[config.mk]
export PLATFORM = sky130hd
export DESIGN_NAME = tcf_queue
export DESIGN_NICKNAME = d
export VERILOG_FILES = /design/src/sv/tcf_pkg.sv /design/src/sv/tcf_queue.sv
export SDC_FILE = /design/constraint.sdc
export NUM_CORES = 1
export LEC_CHECK = 0
export BUFFER_PORTS_ARGS = -buffer_cell sky130_fd_sc_hd__buf_2
export CAP_MARGIN = 25
export CORE_ASPECT_RATIO = 1.4
export CORE_MARGIN = 1
export CORE_UTILIZATION = 53
export CTS_BUF_LIST = sky130_fd_sc_hd__clkbuf_4 sky130_fd_sc_hd__clkbuf_8
export CTS_CLUSTER_DIAMETER = 200
export DETAILED_ROUTE_END_ITERATION = 6
export MAX_ROUTING_LAYER = met4
export PLACE_DENSITY_LB_ADDON = 0.3
export SETUP_SLACK_MARGIN = 0.15
export SYNTH_ARGS = -nofsm -noshare
export SYNTH_HDL_FRONTEND = slang
export SYNTH_SLANG_ARGS = --single-unit
[constraint.sdc]
create_clock -name clk -period 1.6 [get_ports clk]
set_clock_uncertainty 0.1 [all_clocks]
set_input_delay 0.08 -clock clk [delete_from_list [all_inputs] [get_ports clk]]
set_output_delay 0.08 -clock clk [all_outputs]
set_load 0.02 [all_outputs]
[src/sv/tcf_pkg.sv]
// tcf_pkg: shared constants, types and helpers for the triangle coverage fill block.
// Depends on nothing; imported by every module of the block.
package tcf_pkg;

  localparam int IMAGE_WIDTH  = 1024;
  localparam int IMAGE_HEIGHT = 1024;
  localparam int COORD_W      = 10;    // pixel coordinate width on the result channel
  localparam int VTX_W        = 16;    // vertex coordinate width
  localparam int COLOUR_W     = 32;
  localparam int CFG_IDX_W    = 3;
  localparam int CFG_DATA_W   = 32;
  localparam int QUEUE_DEPTH  = 4;
  localparam int QPTR_W       = $clog2(QUEUE_DEPTH);

  // Configuration register indexes
  typedef enum logic [CFG_IDX_W-1:0] {
    CFG_V0X    = 3'd0,
    CFG_V0Y    = 3'd1,
    CFG_V1X    = 3'd2,
    CFG_V1Y    = 3'd3,
    CFG_V2X    = 3'd4,
    CFG_V2Y    = 3'd5,
    CFG_COLOUR = 3'd6
  } cfg_idx_t;

  typedef struct packed {
    logic signed [VTX_W-1:0] v0x;
    logic signed [VTX_W-1:0] v0y;
    logic signed [VTX_W-1:0] v1x;
    logic signed [VTX_W-1:0] v1y;
    logic signed [VTX_W-1:0] v2x;
    logic signed [VTX_W-1:0] v2y;
    logic [COLOUR_W-1:0]     colour;
  } tri_cfg_t;

  // One pixel to test, passed from the scan front end to the coverage back end
  typedef struct packed {
    logic [COORD_W-1:0] x;
    logic [COORD_W-1:0] y;
    logic               last;
  } pix_t;

  // Queue status toward the front end and the back end
  typedef struct packed {
    logic full;
    logic empty;
  } q_stat_t;

  function automatic logic signed [VTX_W-1:0] min3(input logic signed [VTX_W-1:0] a,
                                                   input logic signed [VTX_W-1:0] b,
                                                   input logic signed [VTX_W-1:0] c);
    logic signed [VTX_W-1:0] m;
    m = (a < b) ? a : b;
    return (m < c) ? m : c;
  endfunction

  function automatic logic signed [VTX_W-1:0] max3(input logic signed [VTX_W-1:0] a,
                                                   input logic signed [VTX_W-1:0] b,
                                                   input logic signed [VTX_W-1:0] c);
    logic signed [VTX_W-1:0] m;
    m = (a > b) ? a : b;
    return (m > c) ? m : c;
  endfunction

endpackage

[src/sv/tcf_queue.sv]
// tcf_queue: small flop-based FIFO of pixels between the scan front end and
// the coverage back end. Uses tcf_pkg.
module tcf_queue import tcf_pkg::*; (
  input  logic    clk,
  input  logic    rst_n,
  input  logic    push,
  input  pix_t    push_pix,
  input  logic    pop,
  output pix_t    head_pix,
  output q_stat_t q_stat
);

  pix_t              mem_r [QUEUE_DEPTH];
  logic [QPTR_W-1:0] wr_ptr_r, wr_ptr_nxt;
  logic [QPTR_W-1:0] rd_ptr_r, rd_ptr_nxt;
  logic [QPTR_W:0]   count_r, count_nxt;

  assign head_pix     = mem_r[rd_ptr_r];
  assign q_stat.full  = (count_r == (QPTR_W+1)'(QUEUE_DEPTH));
  assign q_stat.empty = (count_r == '0);

  always_comb begin
    wr_ptr_nxt = push ? QPTR_W'(wr_ptr_r + 1'b1) : wr_ptr_r;
    rd_ptr_nxt = pop  ? QPTR_W'(rd_ptr_r + 1'b1) : rd_ptr_r;
    count_nxt  = count_r;
    if (push && !pop) count_nxt = count_r + 1'b1;
    if (pop && !push) count_nxt = count_r - 1'b1;
  end

  always_ff @(posedge clk) begin
    if (push) mem_r[wr_ptr_r] <= push_pix;
  end

  always_ff @(posedge clk) begin
    if (!rst_n) begin
      wr_ptr_r <= '0;
      rd_ptr_r <= '0;
      count_r  <= '0;
    end else begin
      wr_ptr_r <= wr_ptr_nxt;
      rd_ptr_r <= rd_ptr_nxt;
      count_r  <= count_nxt;
    end
  end

endmodule

# Word-level counts from Yosys, hierarchy flattened
# Memory sizes are Yosys's and may differ from the RTL's. A register that Yosys moved wholly into a read port is not among the register bits.
# Index checks and enable logic that the tools add are counted.
# op_classes
addsub,4
eq_ne,1
n_mux,6
n_reduce_logical,6
# ops
cell,count
$mux 3,2
$add 2x1->2 const B,2
$mux 2,2
$add 3x1->3 const B,1
$eq 3x3->1 const B,1
$logic_not 3->1,1
$sub 3x1->3 const B,1
$logic_and 1x1->1,2
$logic_not 1->1,2
$mux 1,2
$reduce_bool 2->1,1
# word_totals
regBits,7
ram_bits,84
in_bits,25
output_inout_bits,23
mem_count,1
# memory_table
memory,depth,width,rd,rd_clocked_by_memory_dff,write_ports,line,source
mem_r,4,21,1,1,1,tcf_queue.sv:13,pix_t mem_r [QUEUE_DEPTH];

# Longest topological paths before layout
# logic_depth
ltp_word,4
depth_mapped,7

# Least setup slack after synthesis
# No wires, ideal clock.
# synth_timing
path_kind,register to register
startpoint,register count_r[0]
endpoint,register count_r[2]
setup_time_ns,0.076
t_arrival_ns,1.403
required_time_ns,1.424
slack_ns,0.021
stages_incl_launch_ff,6
n_path_buf,0
period_less_slack_ns,1.579
path_cell_list,dfxtp_1 inv_1 fa_1 xor2_1 or3_1 a21boi_0
# synth_via
elab_chain_len,3
word_cells_on_any_way,4
cone_classes,add/sub: 2; mux: 2
# synth_rtl
item,line,source
start: declaration,tcf_queue.sv:16,"logic [QPTR_W:0] count_r, count_nxt;"
start signal: assignment,tcf_queue.sv:42,count_r <= count_nxt;
$add 3x1->3,tcf_queue.sv:26,if (push && !pop) count_nxt = count_r + 1'b1;
$mux 3,tcf_queue.sv:26,
$mux 3 *,tcf_queue.sv:27,if (pop && !push) count_nxt = count_r - 1'b1;
# Mark *: on every way between the ends. The rest lies on a longest branch, timed or not. The select of a mux whose other input is x is not followed.
# A chain may end at the register's enable or synchronous reset.

==> results_tabular.tex <==
\begin{tabular}{lr}
\hline
Metric & Value \\
\hline
\multicolumn{2}{l}{\textbf{Detailed routing}} \\
Iteration count of the initial detailed-routing pass & 7 \\
Routed via count & 1,749 \\
Number of design-rule violations left by the first detailed-router iteration & about 110 \\
Mean routed wirelength per cell & 18.07 um \\
\# DRC & 6 \\
Via/cell ratio & around 5.4 \\
Antenna violation net count after detailed routing & 0 \\
Routed Wire Length & 5873 um \\
\multicolumn{2}{l}{\textbf{Synth}} \\
Most frequent cell after synthesis & sky130\_fd\_sc\_hd\_\_edfxtp\_1 \\
Synthesis Warnings & 0 \\
Post-Synthesis Cell Area & $\sim$0.0035 mm2 \\
Post-Synthesis Net Count & 186 \\
Main area contributors after synthesis & sky130\_fd\_sc\_hd\_\_edfxtp\_1 (72\%), sky130\_fd\_sc\_hd\_\_mux4\_2 (13\%), sky130\_fd\_sc\_hd\_\_dfxtp\_1 (5.2\%), sky130\_fd\_sc\_hd\_\_and2\_1 (1.8\%), sky130\_fd\_sc\_hd\_\_ha\_1 (1.8\%) \\
Sequential cell area fraction in the yosys report & 0.7761 \\
Instance count of the mapped netlist & 155 \\
Most common flop cell mapped by yosys & sky130\_fd\_sc\_hd\_\_edfxtp\_1 \\
Flip-flop and latch count after synthesis & 93 \\
Syn\_area\_per\_cell & 22.47 um2 \\
Cell variety after synth & 20 \\
Area fraction of the dominant cell type after synthesis & 0.7244 \\
Cell taking the most area after synthesis & sky130\_fd\_sc\_hd\_\_edfxtp\_1 \\
Post-synth ARST share & 0 \\
Cell types with the highest counts after synthesis & sky130\_fd\_sc\_hd\_\_edfxtp\_1 (84), sky130\_fd\_sc\_hd\_\_mux4\_2 (20), sky130\_fd\_sc\_hd\_\_and2\_1 (10) \\
Number of synthesized flops with an enable pin & 84 \\
\multicolumn{2}{l}{\textbf{Timing}} \\
Final critical-path setup slack & -0.1589 ns \\
Setup total negative slack & -2.665 ns \\
Worst hold slack & 0.05706 ns \\
Final max-slew violation count & 0 \\
Highest clock rate & around 0.57 GHz \\
Final setup violating endpoints & 21 \\
Relative max-transition margin & 0.9059 \\
Final period demand of the worst path & 1.759 ns \\
Final period util & 1.099 \\
Setup repair after global routing missed its margin & true \\
Worst slew pin tran & between 0.1 and 0.15 ns \\
Final hold vios & 0 \\
\multicolumn{2}{l}{\textbf{Global route}} \\
Largest net degree at the start of global routing & 22 \\
Grt total ovfl & 0 \\
Antenna violations before repair & 0 \\
Wire length of the first global-routing pass & 9639 um \\
Vias in the first global route & slightly below 2,000 \\
Overall fraction of global-route tracks in use & 0.2008 \\
\multicolumn{2}{l}{\textbf{Power and ir drop}} \\
Power density over cell area & around 1200 mW/mm2 \\
Leak pwr & 1.605 nW \\
Worst vdd ir & approximately 760 uV \\
Final Power & roughly 0.0054 W \\
\multicolumn{2}{l}{\textbf{Finish}} \\
\# fillers & 406 \\
Final net count & 279 \\
Layout overhead on the synthesized area & 28.71\% \\
Final core utilization & 0.7118 \\
Fraction of layout cells with a size suffix above 1 & 0.4466 \\
Antenna diode count & 0 \\
\multicolumn{2}{l}{\textbf{Worst setup path}} \\
Critical path's largest stage delay & 0.52 ns \\
Biggest fanout along the worst timing path & 9 \\
Kind of end point of the critical path & output port \\
Worst Path Class, Setup & flip-flop to output port \\
Data required time at the worst endpoint & 1.42 ns \\
R2R Setup Slk & 0.10 ns \\
Crit path max-delay family & multiplexers \\
Cell at the slowest stage of the critical path & sky130\_fd\_sc\_hd\_\_mux4\_2 \\
Ordered list of cells on the worst path & buf\_12 -> mux4\_2 -> buf\_2 \\
CP bufs+invs & 2 \\
Launching element type of the critical path & flip-flop \\
Data arrival time of the critical path & 1.58 ns \\
\multicolumn{2}{l}{\textbf{Clock tree}} \\
Clock root buffer & sky130\_fd\_sc\_hd\_\_clkbuf\_8 \\
Clock Tree Buf Depth & 2 \\
Number of buffers added by the clock tree synthesis step & 9 \\
CTS tree & built \\
Maximum level of the CTS H-tree & 3 \\
Clock slew at reported path FFs & around 0.080 ns \\
Source-to-sink clock delay at the later pin of the worst-skew pair & 0.35 ns \\
Total number of clock tree sinks & 93 \\
\multicolumn{2}{l}{\textbf{Floorplan}} \\
Std cell rows & 34 \\
Chip height & just under 100 um \\
Std-Cell Core Area & between 0.006 and 0.007 mm2 \\
Io pins & 48 \\
Area of the die & around 0.0069 mm2 \\
Starting density of the core & 0.5531 \\
Chip Width & a little over 70 um \\
\multicolumn{2}{l}{\textbf{Run status}} \\
Run status & complete, but fails checks \\
Failing checks & design-rule violations, negative setup slack \\
\multicolumn{2}{l}{\textbf{Place}} \\
Half-perimeter wire length after placement & 3843 um \\
Placer Congestion & around 0.65 \\
Total of buffers placed on input and output ports & 47 \\
\multicolumn{2}{l}{\textbf{Job}} \\
Total of max-cap violations & 0 \\
\multicolumn{2}{l}{\textbf{Worst hold path}} \\
Kind of path behind the tightest hold check & primary input to flip-flop \\
\hline
\end{tabular}
==> logic make-up after synthesis <==
family                     synth area share
DFF                                  0.7761
muxes                                0.1398
and+or+nand+nor                     0.02695
buffers and inverters               0.01581
adders and majority gates           0.02372
xor gates and xnor gates            0.01258
AOI/OAI and AO/OA                  0.005031
==> worst min-delay path: stages <==
cell	delay, ns
sky130_fd_sc_hd__buf_2	0.09
sky130_fd_sc_hd__buf_4	0.13
sky130_fd_sc_hd__mux2i_1	0.08
sky130_fd_sc_hd__nor2b_1	0.09
==> stage by stage <==
| stage | instances | area (um2) | worst slack [ns] |
|---|---|---|---|
| 6_report | 325 | 4482 | -0.1589 |
| 5_1_grt | 325 | 4482 | -0.2179 |
| 4_1_cts | 325 | 4481 | -0.1960 |
| 3_5_place_dp | 283 | 3968 | -0.05916 |
| 3_3_place_gp | 283 | 3968 | 0.03619 |
| 2_1_floorplan | 155 | 3488 | 0.05062 |
==> cell type report <==
| cell class | count | area [um2] | area share |
|---|---|---|---|
| flip-flops and latches | 93 | 2711 | 0.6050 |
| multi-input cells | 52 | 735.7 | 0.1642 |
| repair buffers | 86 | 679.4 | 0.1516 |
| clock buffers | 10 | 131.4 | 0.02931 |
| clock inverters | 6 | 111.4 | 0.02485 |
| well taps | 72 | 90.09 | 0.02010 |
| inverters | 6 | 22.52 | 0.005025 |
==> state kept, by name, indices dropped and copies added, names as in the netlist, named ones only <==
| register | cells |
|---|---|
| wr_ptr_r | 2 |
| rd_ptr_r | 2 |
| mem_r | 84 |
| count_r | 3 |
==> repair_timing <==
item                                    in CTS  in global routing
setup buffers                                3                  0
hold buffers                                23                  0
endpoints found under the hold margin       93                  0
endpoints found under the setup margin      33                 40
pin swaps                                    2                  0
resized for setup                           11                  1
==> path summary, 6_finish.rpt <==
kind / startpoint / to / cells after the start
min: push / wr_ptr_r[1] / 4
max: flip-flop / head_pix[11] / 3
max reg2reg: count_r[1] / count_r[2] / 5
min reg2reg: count_r[2] / count_r[2] / 2
==> power breakdown <==
| group | switching, W | total [W] | internal [W] | leakage [nW] |
|---|---|---|---|---|
| clock network | 0.000775 | 0.00183 | 0.00105 | 0.120 |
| registers | 0.0000427 | 0.00282 | 0.00278 | 0.848 |
| logic | 0.000374 | 0.000739 | 0.000365 | 0.638 |
==> metal layers <==
layer	vias to the layer above	GRT usage	routed length, um
li1	805	-	-
met1	877	0.2317	2256
met2	58	0.3301	3263
met3	9	0.04128	270
met4	0	0.1068	82
met5	-	-	0
==> placed cells by master (no fill, tap or decap), types with 2 or more instances in the layout <==
cell type,Yosys,layout
sky130_fd_sc_hd__buf_2,2,46
sky130_fd_sc_hd__clkbuf_8,0,9
sky130_fd_sc_hd__inv_2,0,2
sky130_fd_sc_hd__nand2_1,2,2
sky130_fd_sc_hd__xnor2_1,2,2
sky130_fd_sc_hd__dlygate4sd3_1,0,23
sky130_fd_sc_hd__and2_2,0,4
sky130_fd_sc_hd__o21ai_0,2,2
sky130_fd_sc_hd__buf_4,0,9
sky130_fd_sc_hd__dfxtp_1,9,4
sky130_fd_sc_hd__edfxtp_1,84,84
sky130_fd_sc_hd__bufinv_16,0,3
sky130_fd_sc_hd__ha_1,5,5
sky130_fd_sc_hd__buf_12,0,7
sky130_fd_sc_hd__and2_1,10,6
sky130_fd_sc_hd__mux4_2,20,21
sky130_fd_sc_hd__inv_1,6,4
sky130_fd_sc_hd__xor2_1,3,2
sky130_fd_sc_hd__dfxtp_2,0,4
(Power assumes the default switching activity.)
