### config.mk
export PLATFORM = sky130hd
export DESIGN_NAME = tcf_front
export DESIGN_NICKNAME = d
export VERILOG_FILES = /design/src/sv/tcf_pkg.sv /design/src/sv/tcf_front.sv
export SDC_FILE = /design/constraint.sdc
export NUM_CORES = 1
export LEC_CHECK = 0
export ABC_AREA = 1
export BUFFER_PORTS_ARGS = -buffer_cell sky130_fd_sc_hd__buf_2
export CAP_MARGIN = 20
export CORE_MARGIN = 3
export CORE_UTILIZATION = 50
export DETAILED_ROUTE_END_ITERATION = 10
export PLACE_DENSITY = 0.84
export SLEW_MARGIN = 40
export SYNTH_ARGS = -nofsm -noshare
export SYNTH_HDL_FRONTEND = slang
export SYNTH_SLANG_ARGS = --single-unit
### constraint.sdc
create_clock -name clk -period 11.6 [get_ports clk]
set_clock_uncertainty 0.15 [all_clocks]
set_input_delay 0.58 -clock clk [delete_from_list [all_inputs] [get_ports clk]]
set_output_delay 0.58 -clock clk [all_outputs]
set_load 0.05 [all_outputs]
### src/sv/tcf_pkg.sv
// tcf_pkg: shared constants, types and helpers for the triangle coverage fill block.
// Depends on nothing; imported by every module of the block.
package tcf_pkg;

  localparam int IMAGE_WIDTH  = 1024;
  localparam int IMAGE_HEIGHT = 1024;
  localparam int COORD_W      = 10;    // pixel coordinate width on the result channel
  localparam int VTX_W        = 16;    // vertex coordinate width
  localparam int COLOUR_W     = 32;
  localparam int CFG_IDX_W    = 3;
  localparam int CFG_DATA_W   = 32;
  localparam int QUEUE_DEPTH  = 4;
  localparam int QPTR_W       = $clog2(QUEUE_DEPTH);

  // Configuration register indexes
  typedef enum logic [CFG_IDX_W-1:0] {
    CFG_V0X    = 3'd0,
    CFG_V0Y    = 3'd1,
    CFG_V1X    = 3'd2,
    CFG_V1Y    = 3'd3,
    CFG_V2X    = 3'd4,
    CFG_V2Y    = 3'd5,
    CFG_COLOUR = 3'd6
  } cfg_idx_t;

  typedef struct packed {
    logic signed [VTX_W-1:0] v0x;
    logic signed [VTX_W-1:0] v0y;
    logic signed [VTX_W-1:0] v1x;
    logic signed [VTX_W-1:0] v1y;
    logic signed [VTX_W-1:0] v2x;
    logic signed [VTX_W-1:0] v2y;
    logic [COLOUR_W-1:0]     colour;
  } tri_cfg_t;

  // One pixel to test, passed from the scan front end to the coverage back end
  typedef struct packed {
    logic [COORD_W-1:0] x;
    logic [COORD_W-1:0] y;
    logic               last;
  } pix_t;

  // Queue status toward the front end and the back end
  typedef struct packed {
    logic full;
    logic empty;
  } q_stat_t;

  function automatic logic signed [VTX_W-1:0] min3(input logic signed [VTX_W-1:0] a,
                                                   input logic signed [VTX_W-1:0] b,
                                                   input logic signed [VTX_W-1:0] c);
    logic signed [VTX_W-1:0] m;
    m = (a < b) ? a : b;
    return (m < c) ? m : c;
  endfunction

  function automatic logic signed [VTX_W-1:0] max3(input logic signed [VTX_W-1:0] a,
                                                   input logic signed [VTX_W-1:0] b,
                                                   input logic signed [VTX_W-1:0] c);
    logic signed [VTX_W-1:0] m;
    m = (a > b) ? a : b;
    return (m > c) ? m : c;
  endfunction

endpackage

### src/sv/tcf_front.sv
// tcf_front: accepts scan transactions, latches the clipped bounding box and
// walks the raster scan, pushing one pixel per result into the queue. Uses tcf_pkg.
module tcf_front import tcf_pkg::*; (
  input  logic     clk,
  input  logic     rst_n,
  input  tri_cfg_t cfg,
  input  logic     in_valid,
  output logic     in_ready,
  input  logic     in_start_scan,
  input  q_stat_t  q_stat,
  output logic     push,
  output pix_t     push_pix
);

  localparam logic signed [VTX_W:0] X_LIM = (VTX_W+1)'(IMAGE_WIDTH - 1);
  localparam logic signed [VTX_W:0] Y_LIM = (VTX_W+1)'(IMAGE_HEIGHT - 1);

  logic [COORD_W-1:0] scan_x_r, scan_x_nxt;
  logic [COORD_W-1:0] scan_y_r, scan_y_nxt;
  logic [COORD_W-1:0] box_x_min_r, box_x_min_nxt;
  logic [COORD_W-1:0] box_x_max_r, box_x_max_nxt;
  logic [COORD_W-1:0] box_y_max_r, box_y_max_nxt;
  logic               active_r, active_nxt;

  logic signed [VTX_W:0] xmin, xmax, ymin, ymax;
  logic                  box_empty, accept;
  logic [COORD_W-1:0]    cur_x, cur_y, cur_x_min, cur_x_max, cur_y_max;
  logic                  emit, last;

  assign in_ready = !q_stat.full;
  assign accept   = in_valid && in_ready;

  // Bounding box, clipped to the image
  always_comb begin
    xmin = (VTX_W+1)'(min3(cfg.v0x, cfg.v1x, cfg.v2x));
    xmax = (VTX_W+1)'(max3(cfg.v0x, cfg.v1x, cfg.v2x));
    ymin = (VTX_W+1)'(min3(cfg.v0y, cfg.v1y, cfg.v2y));
    ymax = (VTX_W+1)'(max3(cfg.v0y, cfg.v1y, cfg.v2y));
    if (xmin < 0) xmin = '0;
    if (ymin < 0) ymin = '0;
    if (xmax > X_LIM) xmax = X_LIM;
    if (ymax > Y_LIM) ymax = Y_LIM;
    box_empty = (xmin > xmax) || (ymin > ymax);
  end

  always_comb begin
    if (in_start_scan) begin
      cur_x     = xmin[COORD_W-1:0];
      cur_y     = ymin[COORD_W-1:0];
      cur_x_min = xmin[COORD_W-1:0];
      cur_x_max = xmax[COORD_W-1:0];
      cur_y_max = ymax[COORD_W-1:0];
      emit      = !box_empty;
    end else begin
      cur_x     = scan_x_r;
      cur_y     = scan_y_r;
      cur_x_min = box_x_min_r;
      cur_x_max = box_x_max_r;
      cur_y_max = box_y_max_r;
      emit      = active_r;
    end
    last = (cur_x >= cur_x_max) && (cur_y >= cur_y_max);
  end

  always_comb begin
    scan_x_nxt    = scan_x_r;
    scan_y_nxt    = scan_y_r;
    box_x_min_nxt = box_x_min_r;
    box_x_max_nxt = box_x_max_r;
    box_y_max_nxt = box_y_max_r;
    active_nxt    = active_r;
    if (accept) begin
      if (in_start_scan && !box_empty) begin
        box_x_min_nxt = cur_x_min;
        box_x_max_nxt = cur_x_max;
        box_y_max_nxt = cur_y_max;
      end
      if (!emit) begin
        active_nxt = 1'b0;
      end else if (last) begin
        active_nxt = 1'b0;
      end else if (cur_x >= cur_x_max) begin
        active_nxt = 1'b1;
        scan_x_nxt = cur_x_min;
        scan_y_nxt = cur_y + 1'b1;
      end else begin
        active_nxt = 1'b1;
        scan_x_nxt = cur_x + 1'b1;
        scan_y_nxt = cur_y;
      end
    end
  end

  assign push          = accept && emit;
  assign push_pix.x    = cur_x;
  assign push_pix.y    = cur_y;
  assign push_pix.last = last;

  always_ff @(posedge clk) begin
    if (!rst_n) begin
      scan_x_r    <= '0;
      scan_y_r    <= '0;
      box_x_min_r <= '0;
      box_x_max_r <= '0;
      box_y_max_r <= '0;
      active_r    <= 1'b0;
    end else begin
      scan_x_r    <= scan_x_nxt;
      scan_y_r    <= scan_y_nxt;
      box_x_min_r <= box_x_min_nxt;
      box_x_max_r <= box_x_max_nxt;
      box_y_max_r <= box_y_max_nxt;
      active_r    <= active_nxt;
    end
  end

endmodule

# Yosys cells after proc, flatten, opt, wreduce, memory -nomap -nowiden
# Cells that the tools add are included.
# Widths: inputs -> output; s select.
[totals] register_bits=51 input_bits=134 out_inout_bits=23 word_cells=56
[op_classes] add_sub_neg=2 n_lt_le_gt_ge=16 muxes=22 n_bitwise=1 reduce_logical=9
[ops] op="$mux 16" count=8
[ops] op="$mux 10" count=7
[ops] op="$mux 17" count=4
[ops] op="$gt 16x16->1" count=4
[ops] op="$lt 16x16->1" count=4
[ops] op="$gt 17x17->1" count=2
[ops] op="$gt 16x11->1 const B" count=2
[ops] op="$lt 16x1->1 const B" count=2
[ops] op="$add 10x1->10 const B" count=2
[ops] op="$ge 10x10->1" count=2
[ops] op="$logic_and 1x1->1" count=4
[ops] op="$mux 1" count=3
[ops] op="$reduce_and 3->1" count=1
[ops] op="$logic_not 1->1" count=2
[ops] op="$reduce_and 2->1" count=1
[ops] op="$logic_or 1x1->1" count=1
[ops] op="$not 1->1" count=1

# Depth between registers and ports, before layout
# Gate-level depths: netlist of run 1.
[logic_depth] ltp_word=11 depth_mapped=55 depth_no_buf=51

# Worst setup path before layout of run 1
# No wires, ideal clock.
[synth_timing] path_kind="input-to-output" startpoint="input cfg[79] in the netlist's numbering" endpoint="output push_pix[0] in the netlist's numbering" t_arrival_ns=6.584 setup_slack_ns=4.286 path_stages=47 path_buffers=5 cell_sequence="inv_1 -> ha_1 -> nand2_1 -> clkinv_1 -> o21ai_1 -> nand2_1 -> nor2_2 -> nand3_1 -> nand2_1 -> a31o_2 -> buf_2 -> buf_1 -> nor2_1 -> a21oi_1 -> ha_1 -> a21oi_1 -> nand3b_1 -> a21oi_1 -> [11 not listed] -> nand2_1 -> o21ai_0 -> inv_1 -> ha_1 -> inv_1 -> a21boi_0 -> o21a_1 -> o21a_1 -> o21a_1 -> o21a_1 -> o21a_1 -> o21a_1 -> o21a_1 -> o21ai_0 -> nand2_1 -> nand2_1 -> inv_1 -> buf_4"
[synth_between] elab_chain_cells=9
[synth_lines] item="from (decl)" line="tcf_front.sv:6" source="input tri_cfg_t cfg,"
[synth_lines] item="$gt 16x16->1" line="tcf_pkg.sv:61" source="m = (a > b) ? a : b;"
[synth_lines] item="$mux 16 *" line="tcf_pkg.sv:61"
[synth_lines] item="$gt 16x16->1" line="tcf_pkg.sv:62" source="return (m > c) ? m : c;"
[synth_lines] item="$mux 16 *" line="tcf_pkg.sv:62"
[synth_lines] item="$gt 16x11->1" line="tcf_front.sv:42" source="if (ymax > Y_LIM) ymax = Y_LIM;"
[synth_lines] item="$mux 17 *" line="tcf_front.sv:42"
[synth_lines] item="$mux 10 *" line="tcf_front.sv:47" source="if (in_start_scan) begin"
[synth_lines] item="via cur_y_max[0]" line="tcf_front.sv:27" source="logic [COORD_W-1:0] cur_x, cur_y, cur_x_min, cur_x_max, cur_y_max;"
[synth_lines] item="$ge 10x10->1 *" line="tcf_front.sv:62" source="last = (cur_x >= cur_x_max) && (cur_y >= cur_y_max);"
[synth_lines] item="$logic_and 1x1->1 *" line="tcf_front.sv:62"
[synth_lines] item="to (decl)" line="tcf_front.sv:12" source="output pix_t push_pix"
# The timed path passes the listed nets; every way through them passes the cells marked *.

# Worst setup path in the final report of run 1
[layout_timing] startpoint="input cfg[79] in the netlist's numbering" endpoint="register scan_x_r[7]"
[layout_between] elab_chain_cells=11
[layout_lines] item="$lt 16x16->1 / $gt 16x16->1 (equally long branches)" line="tcf_pkg.sv:53, tcf_pkg.sv:61"
[layout_lines] item="$mux 16, on equally long branches" line="tcf_pkg.sv:53, tcf_pkg.sv:61"
[layout_lines] item="$lt 16x16->1 / $gt 16x16->1 (equally long branches)" line="tcf_pkg.sv:54, tcf_pkg.sv:62"
[layout_lines] item="$mux 16, on equally long branches" line="tcf_pkg.sv:54, tcf_pkg.sv:62"
[layout_lines] item="$lt 16x1->1 / $gt 16x11->1 (equally long branches)" line="tcf_front.sv:40, tcf_front.sv:42"
[layout_lines] item="$mux 17, on equally long branches" line="tcf_front.sv:40, tcf_front.sv:42"
[layout_lines] item="$gt 17x17->1 / $mux 10 (equally long branches)" line="tcf_front.sv:43, tcf_front.sv:47"
[layout_lines] item="$logic_or 1x1->1 / $ge 10x10->1 (equally long branches)" line="tcf_front.sv:43, tcf_front.sv:62"
[layout_lines] item="$logic_not 1->1 / $logic_and 1x1->1 (equally long branches)" line="tcf_front.sv:53, tcf_front.sv:62"
[layout_lines] item="$mux 1 / $not 1->1 (equally long branches)"
[layout_lines] item="$reduce_and 3->1 (no source line) *"
[layout_lines] item="to (signal assigned)" line="tcf_front.sv:108" source="scan_x_r <= scan_x_nxt;"
[layout_lines] item="to (decl)" line="tcf_front.sv:18" source="logic [COORD_W-1:0] scan_x_r, scan_x_nxt;"
# Every way passes the cells marked *; elsewhere a longest branch is shown, timed or not.
# A chain may end at the register's enable or synchronous reset.

==> run metrics, run 1 <==
status=finished, final reports clean; Worst Path Required=11650 ps; Clk Latency, worst-skew pair=slightly below 300 ps; num ports=roughly 160; Setup Total Neg Slack=0 ps; die footprint=between 15000 and 20000 µm²; post-synth top area share=a little over a fifth; largest net degree at the start of global routing=78; post-DP HPWL=approximately 18 mm; clock sinks=51; cell internal pwr=557.9 µW; worst reg2reg path startpoint=box_y_max_r[0]; switching power=around 620 µW; maxcap violations=0; Critical Path Sink Type=flip-flop; Sw Share=52.61%; Primary FF master, synth=dfxtp_1; most used cell, CP=a21oi_1; DIE WIDTH=around 140 µm; vias=roughly 9000; Filler cells=roughly 1600; Final Setup Violations=0; Final min period=about 10000 ps; Post-synth EDFFs=0; Syn-to-layout area delta=9.857%; Seq cells post-synth=51; CTS clock-pin slew for the worst setup and hold paths=around 70 ps; critical path fanouts, max=slightly above 40; Nets=around 1700; initial core utilization=52.11%; Slew Limit Headroom=44.41%; Worst Setup Start Kind=input port; DRT iter0 DRCs=620; share of cells above drive strength 1=between 10% and 20%; hold bufs inserted after CTS=0; Rows=between 40 and 50; combinational power share=between 70 and 80%; Die Y-Extent=about 140 µm; CP startpoint=cfg[79]; final hold violation count=0; delay-heaviest family, CP=simple AND/OR/NAND/NOR gates; root buf cell=clkbuf_16; crit path kind=in2reg; CP Buf/Inv Count=8; Setup Buffers After CTS=0; drt first pass iters=5; fmax=102.8 MHz; synth cell count leaders=305 x nand2_1, 176 x inv_1, 157 x a21oi_1; period utilization=a little over four fifths; Flop pwr share=between 10% and 20%; gr ovfl total=0; Core Region=16170 µm²; CP arrival=9770 ps; Syn Nets=about 1600; power density cells=127.2 nW/µm²; Slew Limit Fails=0; CP max-delay cell=nor2_1; hold slack=approximately 320 ps; post-synthesis sequential area ratio=~12%; Avg Synthesized Cell Area=around 6 µm²; worst hold-check path type=reg2reg; per-cell routed wire length=13.33 µm; post-synthesis instance total=~1400; Placer Congestion=0.9043; clock group share of total power=13.3%; post-route ant nets=0; most common cell in the netlist=nand2_1; Netlist cell types=a little under 50; Hold Startpoint=active_r; initial antenna violation count=0; Clock Path Buffers=2; vias in the first global route=8320; Synth area leaders=ha_1 22%, nand2_1 14%, dfxtp_1 12%, a21oi_1 9.3%, inv_1 7.8%; synth warn=0; FFs w/ async S/R, synth=0%; total CTS buffers=5; GRT Total Usage=23.48%; RSZ-0062 raised after global routing=no; Crit path largest cell delay=640 ps; I/O Buffers=123; WL final=approximately 22 mm; DR DRC count=0; Mapped Area=~8400 µm²; via-per-instance ratio=around 5.4; TritonCTS clock tree=built; PostCTS Resize Cnt=0; first-pass GRT wire length=~37 mm; Pleak=~0.005 µW; peak supply drop=approximately 0.000086 V; H-tree depth=2; Antenna Cells=0; total design power=roughly 1200 µW; Synth area leader=ha_1; Slew @ Worst Pin=between 800 and 900 ps
[layout make-up]
cell class	count	area (µm²)	share of cell area (%)
inverters	182	683.2	7.378
repair buffers	126	638.1	6.892
flip-flops and latches	51	1021	11.03
clock buffers	8	156.4	1.689
well taps	216	270.3	2.919
multi-input cells	1082	6490	70.09
[tightest hold or removal path, stage by stage (launching register included)]
cell and delay, ps:
dfxtp_1 310, nand2_1 60, a21oi_1 50
[placed cells by master (no fill, tap or decap), types with 4 or more instances in the layout]
cell / n
nand2_1: 305
inv_1: 175
a21oi_1: 157
ha_1: 146
o21ai_0: 128
buf_2: 123
nor2_1: 101
nand3_1: 57
dfxtp_1: 51
or2_2: 31
nand2_2: 21
o21a_1: 15
a211oi_1: 14
nand4_1: 13
o21ai_1: 12
nand2_4: 10
nand3_2: 8
nor3_1: 7
nor2_2: 7
o211ai_1: 6
clkbuf_16: 5
inv_2: 4
nand3_4: 4
o21ai_2: 4
o21bai_1: 4
[per-layer routing]
metal | vias to the layer above | share of wire [%] | track usage (%)
met5 | - | 0 | 0
met2 | 290 | 48 | 43.20
met4 | 0 | 2.1 | 5.599
li1 | 4724 | - | -
met1 | 3951 | 44 | 29.21
met3 | 40 | 6.0 | 2.665
[flip-flops by register name, indices dropped and copies added (netlist names)]
name and flops:
scan_y_r 10, box_x_min_r 10, box_x_max_r 10, scan_x_r 10, box_y_max_r 10, active_r 1
[power groups by stage]
stage	clock, µW	sequential (µW)	combinational, µW
2_1_floorplan	0	193	648
3_3_place_gp	0	193	794
3_5_place_dp	0	194	820
4_1_cts	159	190	826
5_1_grt	164	191	950
6_report	156	190	831
[cells by family after synthesis]
| kind of cell | count (synthesis) | share of synthesized area (%) |
|---|---|---|
| xor+xnor | 5 | 0.5197 |
| simple gates | 574 | 31.41 |
| fa+ha+maj | 146 | 21.67 |
| buf+inv | 234 | 11.05 |
| flops | 51 | 12.11 |
| compound gates | 357 | 23.23 |
[final timing paths]
| kind | end | slack [ps] | cells past startpoint |
|---|---|---|---|
| setup / recovery | scan_x_r[7] | 1870 | 45 |
| hold / removal | active_r | 320 | 2 |
| setup reg to reg | scan_x_r[7] | 7480 | 21 |
| hold reg to reg | active_r | 320 | 2 |
[metrics by stage]
stage          worst slack (ps)  instance area [µm²]  std cells  util (%)
2_1_floorplan              4286                 8428       1367         -
3_3_place_gp               1930                 9095       1657     56.24
3_5_place_dp               1754                 9095       1657     56.24
4_1_cts                    2007                 9251       1665     57.20
5_1_grt                   924.7                 9259       1665     57.25
6_report                   1874                 9259       1665     57.25
Note: power is estimated with default switching activity, not from simulation.
==> inputs of run 2 (changes only) <==
--- a/config.mk
+++ b/config.mk
@@ -11,7 +11,7 @@
 export CORE_MARGIN = 3
 export CORE_UTILIZATION = 50
 export DETAILED_ROUTE_END_ITERATION = 10
-export PLACE_DENSITY = 0.84
+export PLACE_DENSITY = 0.87
 export SLEW_MARGIN = 40
 export SYNTH_ARGS = -nofsm -noshare
 export SYNTH_HDL_FRONTEND = slang
==> constraint.sdc (replaced) <==
create_clock -name clk -period 8.42 [get_ports clk]
set_clock_uncertainty 0.15 [all_clocks]
set_input_delay 0.421 -clock clk [delete_from_list [all_inputs] [get_ports clk]]
set_output_delay 0.421 -clock clk [all_outputs]
set_load 0.05 [all_outputs]
==> run 2 against run 1 <==
Compared with the run above: global-route usage increased by 0.39 points; sequential share of layout area decreased by 0.052 points; die area unchanged; design area increased by 0.47%; core utilization increased by 0.27 points; count of clock-buffer cells in the layout decreased by 3; worst hold slack improved by 2.0 ps; largest power group unchanged.
==> run metrics, run 2 (synthesis gave the netlist of run 1 again) <==
vias=between 9000 and 10000; DRT iter0 DRCs=about 600; Slew Limit Fails=0; initial core utilization=52.11%; per-cell routed wire length=approximately 13 µm; cell internal pwr=roughly 760 µW; Final min period=approximately 7700 ps; status=finished, final reports clean; Final Setup Violations=0; post-route ant nets=0; Die Y-Extent=roughly 140 µm; peak supply drop=about 0.00013 V; critical path fanouts, max=28; Slew Limit Headroom=46.60%; Clk Latency, worst-skew pair=around 290 ps; most frequent cells in the layout=305 x nand2_1, 176 x inv_1, 157 x a21oi_1; root buf cell=clkbuf_16; Clock Path Buffers=2; Sw Share=a little over half; GRT Total Usage=a little under a quarter; CP max-delay cell=a211oi_1; Worst Setup Start Kind=input port; vias in the first global route=roughly 8500; crit path kind=in2out; WL final=22.25 mm; Pleak=~0.0050 µW; Flop pwr share=between 15 and 20%; Placer Congestion=about 0.92; TritonCTS clock tree=built; Nets=about 1700; fmax=roughly 130 MHz; Syn-to-layout area delta=10.38%; I/O Buffers=about 120; Filler cells=1557; CP Buf/Inv Count=6; first-pass GRT wire length=roughly 38 mm; Critical Path Sink Type=output pin; final hold violation count=0; Crit path largest cell delay=roughly 520 ps; Setup Buffers After CTS=0; clock group share of total power=about an eighth; largest net degree at the start of global routing=between 70 and 80; Slew @ Worst Pin=between 800 and 900 ps; power density cells=174.0 nW/µm²; commonest non-fill, non-tap cell in the layout=nand2_1; DIE WIDTH=135.8 µm; share of cells above drive strength 1=16.49%; H-tree depth=2; post-DP HPWL=between 15 and 20 mm; CTS clock-pin slew for the worst setup and hold paths=70 ps; die footprint=between 15000 and 20000 µm²; total CTS buffers=5; most used cell, CP=a21oi_1; clock sinks=51; num ports=157; Worst Path Required=roughly 7900 ps; maxcap violations=0; switching power=858.3 µW; gr ovfl total=0; worst hold-check path type=reg2reg; combinational power share=between 70% and 80%; CP arrival=7110 ps; Setup Total Neg Slack=0 ps; Antenna Cells=0; drt first pass iters=5; Rows=46; RSZ-0062 raised after global routing=no; Core Region=roughly 16000 µm²; final core occ=between 50% and 60%; initial antenna violation count=0; DR DRC count=0; via-per-instance ratio=between 5 and 6; period utilization=91.27%; delay-heaviest family, CP=compound AO/OA/AOI/OAI gates
==> run 2: cell count changes in the layout (fill, tap and decap cells not counted) <==
cell	previous run	this run
nor2_2	7	8
a31o_4	0	2
clkinv_2	0	3
buf_4	3	9
nand3_1	57	58
clkinv_1	3	2
inv_1	175	176
clkbuf_1	1	0
nor2_1	101	100
a31o_2	2	0
nand3_2	8	7
clkbuf_8	2	0
==> run 2: path summary, 6_finish.rpt <==
check | cells past startpoint | end | from | slack (ps)
max reg2reg | 21 | scan_x_r[7] | box_y_max_r[0] | 4740
min reg2reg | 2 | scan_y_r[1] | scan_y_r[1] | 320
max | 39 | push | cfg[95] | 740
min | 2 | scan_y_r[1] | scan_y_r[1] | 320
==> run 2: power by group through the flow <==
stage                     registers, µW  clock network [µW]  logic, µW
after floorplan                     265                   0        893
after global placement              266                   0       1100
after detailed placement            267                   0       1140
after CTS                           262                 205       1150
after global routing                263                 213       1320
final                               262                 199       1160
==> run 2: per-stage QoR <==
stage	hold WS [ps]	setup slack [ps]	instance area, µm²	power [µW]	std cells
6_report	319.6	735.1	9303	1619	1671
3_3_place_gp	299.0	588.2	9140	1368	1663
3_5_place_dp	310.5	366.4	9140	1406	1663
2_1_floorplan	290.6	1369	8428	1159	1367
4_1_cts	319.8	507.8	9280	1614	1671
5_1_grt	339.9	25.45	9303	1794	1671
==> run 2: worst min-delay path, delay by kind of cell (launching register included) <==
kind             cells  cell delay [ps]
flip-flops           1              310
AO/OA/AOI/OAI        1               60
AND/OR/NAND/NOR      1               60
==> run 2: layer usage <==
metal  track usage, %  vias to the layer above  share of wire (%)
met2            43.67                      237                 49
li1                 -                     4727                  -
met4            5.319                        0                1.8
met1            30.65                     4103                 45
met5                0                        -                  0
met3            1.702                       33                4.4
==> run 2: area by class of cell <==
type	count	area, µm²	share of cell area (%)
timing repair buffer	132	683.2	7.344
clock buffer	5	125.1	1.345
tap	216	270.3	2.905
inverter	182	683.2	7.344
sequential	51	1021	10.98
clock inverter	3	15.01	0.1614
multi-input combinational	1082	6505	69.93
==> run 2: timing repair <==
item | CTS | global route
resized for setup | 0 | 3
setup endpoints to repair | 0 | 13
hold buffers | 0 | 0
endpoints found under the hold margin | 0 | 0
